`src/design/separable_binomial_smoothing_3d_top_assert.svh`:
```
// ----------------------------------------------------------------------------
// separable binomial smoothing assertion macros
// implication checks clocked on i_clk, disabled while in reset
// ----------------------------------------------------------------------------
`ifndef SEPARABLE_BINOMIAL_SMOOTHING_3D_TOP_ASSERT_SVH
`define SEPARABLE_BINOMIAL_SMOOTHING_3D_TOP_ASSERT_SVH

// same-cycle implication
`define SBS3_ASSERT_IMP(lbl, ante, cons, msg) \
    lbl: assert property (@(posedge i_clk) disable iff (!i_rst_n) \
        (ante) |-> (cons)) else $error(msg);

// next-cycle implication
`define SBS3_ASSERT_NXT(lbl, ante, cons, msg) \
    lbl: assert property (@(posedge i_clk) disable iff (!i_rst_n) \
        (ante) |=> (cons)) else $error(msg);

`endif

```
`src/design/sbs3_ram.sv`:
```
// ----------------------------------------------------------------------------
// sbs3_ram
// generic simple dual-port ram, one write port, one registered read port
// ----------------------------------------------------------------------------
module sbs3_ram #(
    parameter int WIDTH = 8,
    parameter int DEPTH = 16
) (
    input  logic                     i_clk,
    input  logic                     i_we,
    input  logic [$clog2(DEPTH)-1:0] i_waddr,
    input  logic [WIDTH-1:0]         i_wdata,
    input  logic [$clog2(DEPTH)-1:0] i_raddr,
    output logic [WIDTH-1:0]         o_rdata
);

    logic [WIDTH-1:0] r_mem [0:DEPTH-1];
    logic [WIDTH-1:0] r_rdata;

    always_ff @(posedge i_clk) begin
        if (i_we) begin
            r_mem[i_waddr] <= i_wdata;
        end
        r_rdata <= r_mem[i_raddr];
    end

    assign o_rdata = r_rdata;

endmodule

```
`config.mk`:
```
export PLATFORM = sky130hd
export DESIGN_NAME = sbs3_ram
export DESIGN_NICKNAME = d
export VERILOG_FILES = /design/src/design/separable_binomial_smoothing_3d_top_assert.svh /design/src/design/sbs3_ram.sv
export SDC_FILE = /design/constraint.sdc
export NUM_CORES = 1
export LEC_CHECK = 0
export BUFFER_PORTS_ARGS = -buffer_cell sky130_fd_sc_hd__buf_4
export CORE_ASPECT_RATIO = 0.6
export CORE_MARGIN = 2
export CORE_UTILIZATION = 30
export CTS_CLUSTER_DIAMETER = 30
export DETAILED_ROUTE_END_ITERATION = 16
export PLACE_DENSITY_LB_ADDON = 0.08
export SLEW_MARGIN = 0
export SYNTH_ARGS = -nofsm -noshare
export SYNTH_HDL_FRONTEND = slang
export SYNTH_SLANG_ARGS = --single-unit
export TNS_END_PERCENT = 20
```
`constraint.sdc`:
```
create_clock -name i_clk -period 1.7 [get_ports i_clk]
set_input_delay 0.085 -clock i_clk [delete_from_list [all_inputs] [get_ports i_clk]]
set_output_delay 0.085 -clock i_clk [all_outputs]
set_load 0.01 [all_outputs]
```
# [Word-level counts from Yosys, hierarchy flattened]
# Memory sizes are Yosys's and may differ from the RTL's. A register that Yosys moved wholly into a read port is not among the register bits.
# Index checks and enable logic that the tools add are counted.
[op_classes] mul=0 eq_ne=0 mux=2 shifts=0 bitwise_logic=0 magnitude_cmp=0 add_sub_neg=0 div=0 reduce_logical=0
[op_table] op="1-bit two-way mux" n=2
[word_totals] regBits=0 romBits=0 n_memories=1 ram_bits=128 input_bits=18 latch_bits=0 wordCells=3
[mem_list] memory="r_mem" depth=16 word_bits=8 rd=1 rd_ports_with_merged_regs=1 write_ports=1 line_no="sbs3_ram.sv:17" text="logic [WIDTH-1:0] r_mem [0:DEPTH-1];"

# [Longest topological paths before layout]
[logic_depth] ltp_word=2 mapped_depth=5 depth_no_buf=3

# [Worst setup path after synthesis]
# Ideal clock, no wire load.
[synth_path] path_kind="in2reg" from="in i_waddr[2]" to="mem r_mem[0][0] (enable)" path_slack_ps=122 t_arrival_ps=1195 cell_stages=2 required_time_ps=1317 path_buffers=0 cell_sequence="or3b_2 > nor3_1"
[synth_lines] element="from (decl)" line_no="sbs3_ram.sv:11" text="input logic [$clog2(DEPTH)-1:0] i_waddr,"
[synth_lines] element="to (decl)" line_no="sbs3_ram.sv:17"
# Straight into the memory's write port.

==> results.cfg <==
[status]
outcome = finished, final reports clean

[run]
drv_cap = 0

[sta]
relSlewSlack_pct = 38.2
finalHoldViolations = 0
finalClockSkew_ns = 0.00775
rsz0062_at_grt = no
tightest_slew_ns = 0.925
setup_viol = 0
final_max_slew_viol_count = 0
period_share_pct = 79.7
hold-worst-slack_ns = 0.00491
timing.fmax_mhz = 738
layout_setup_ws_ns = 0.345
finalCriticalPeriod_ns = 1.35
fin_tns_setup_ns = 0

[route]
ant_nets = 0
routed_wirelength_um = 10900
post_drt_wl_per_cell_um = 20.3
drtIter0Drc = 146
vias = 2430
vias_per_cell = 4.52
dr.pass1.iters = 4
drc = 0

[setup_path]
critPathLaunchType = register
endpoint_kind = register
critPathMaxFanout = 1
crit_required_ns = 1.98
crit_arrival_ns = 1.63
crit_type = reg -> reg
r2r_cells = 3

[clock_tree]
clk_latency_ns = 0.40
cts_tree = done
cts_root_buffer = clkbuf_16
clock_path_buffers = 2
path_clk_slew_ns = 0.06
post_cts.repair.setup_buffers = 0
clkSinkCount = 136
cts-htree-levels = 4
cts_buffers = 17
cts.repair.resized = 0

[floorplanning]
core_area_mm2 = 0.0169
die_w_um = 173
boundaryPins = 26
die_h_um = 105
core.rowCount = 37
start_util_pct = 30.4
die_area_mm2 = 0.0183

[global_route]
grt_pass1_wl_um = 16400
antenna_found_initial = 0
grt_use_met3_pct = 3.72
grt_pass1_vias = 2518
gr-total-overflow = 0
gr-usage-met2_pct = 18.3
grt-busiest-layer = met1
use_met1_pct = 18.8
grt_max_degree = 30
track_usage_pct = 12.8

[layout]
final_util_pct = 37.7
nNetsFinal = 309
layoutNonFillerInstCount = 538
layout_common_cells = 128 x edfxtp_1, 48 x buf_4, 18 x mux4_2, 17 x clkbuf_16, 16 x a22oi_1
final_common_cell = edfxtp_1
num_antenna_cells = 0
drive_above_1_share_pct = 31.9
final_cell_area_mm2 = 0.00639
area_growth_pct = 24.2

[logic_synthesis]
synth_cell_types = 19
yosysSeqAreaShare_pct = 77.8
syn_area_per_cell_um2 = 22.5
synthCells = 229
synth.area.top_cells = edfxtp_1 75%, mux4_2 7.9%, mux4_1 7.1%
synth_top_area_cell = edfxtp_1
yosysWarnings = 0
synth-seq-cells = 136
yosys.area.top_type_share_pct = 74.7
syn_area_mm2 = 0.00515
syn_nets = 247

[pwr]
comb_power_share_pct = 4.9
p_int_mw = 6.39
switchingPower_mw = 1.53
total_power_mw = 7.92
ir_drop_uv = 695
power.leakage_nw = 2.16
p_clk_share_pct = 47.4
p_seq_share_pct = 47.7
p_sw_share_pct = 19.3
power_density_mw_per_mm2 = 1240

[placed_design]
dp_hpwl_um = 7430
routabilityCongestion = 0.710
place_area_mm2 = 0.00573
port-buffer-count = 25
dp.cells = 502
place_ws_ns = 0.198

[min_path]
hold_path_class = in -> reg
holdPathStages = 1
## final timing paths
check                                   from           to  slack, ns
worst max-delay path            r_mem[11][7]   o_rdata[7]       0.35
worst min-delay path              i_wdata[4]  r_mem[6][4]      0.005
worst max register to register  r_mem[11][7]   o_rdata[7]       0.35
worst min register to register   r_mem[4][1]   o_rdata[1]       0.66
## critical path: stages, from the launching register on
cell and delay (ns):
edfxtp_1 0.35, mux4_2 0.46, a22oi_1 0.35, nand2_1 0.08
## registers in the layout, indices dropped and copies added, names as in the netlist
register  flops
o_rdata       8
r_mem       128
## layer usage
metal	wire length, um	vias up
met5	0	-
met4	76	0
met3	459	7
met2	4690	45
met1	5690	1280
li1	-	1098
## power by group through the flow
| stage | Sequential (mW) | Clock [mW] | Combinational, mW |
|---|---|---|---|
| floorplan | 3.84 | 0 | 0.190 |
| CTS | 3.78 | 3.85 | 0.398 |
| finish | 3.78 | 3.76 | 0.386 |
| global placement | 3.85 | 0 | 0.390 |
| detailed placement | 3.85 | 0 | 0.392 |
| global route | 3.78 | 4.01 | 0.424 |
## kinds of logic after synthesis
| family | count (synthesis) | synth area share [%] |
|---|---|---|
| DFF | 136 | 77.8 |
| and+or+nand+nor | 35 | 3.18 |
| muxes | 32 | 15.0 |
| AOI/OAI and AO/OA | 16 | 2.33 |
| buffers and inverters | 10 | 1.68 |
## Yosys cell counts, drive strengths merged
master and number:
edfxtp 128, mux4 32, a22oi 16, nor2 13, nand2 9, dfxtp 8
buf 7, nor3 4, clkdlybuf4s25 3, nand2b 2, nand3b 2, and2 1
and2b 1, nand3 1, nor2b 1, or3b 1
## final cells by class
cell class / count / area (um^2)
flip-flops and latches: 136 / 4000
multi-input cells: 83 / 1060
well taps: 234 / 293
clock buffers: 20 / 437
fillers: 1584 / 10600
clock inverters: 12 / 180
repair buffers: 53 / 420
## repair_timing
item,in CTS,in global routing
hold endpoints to repair,64,0
hold buffers,4,0
endpoints found under the setup margin,0,0
(Power assumes the default switching activity.)
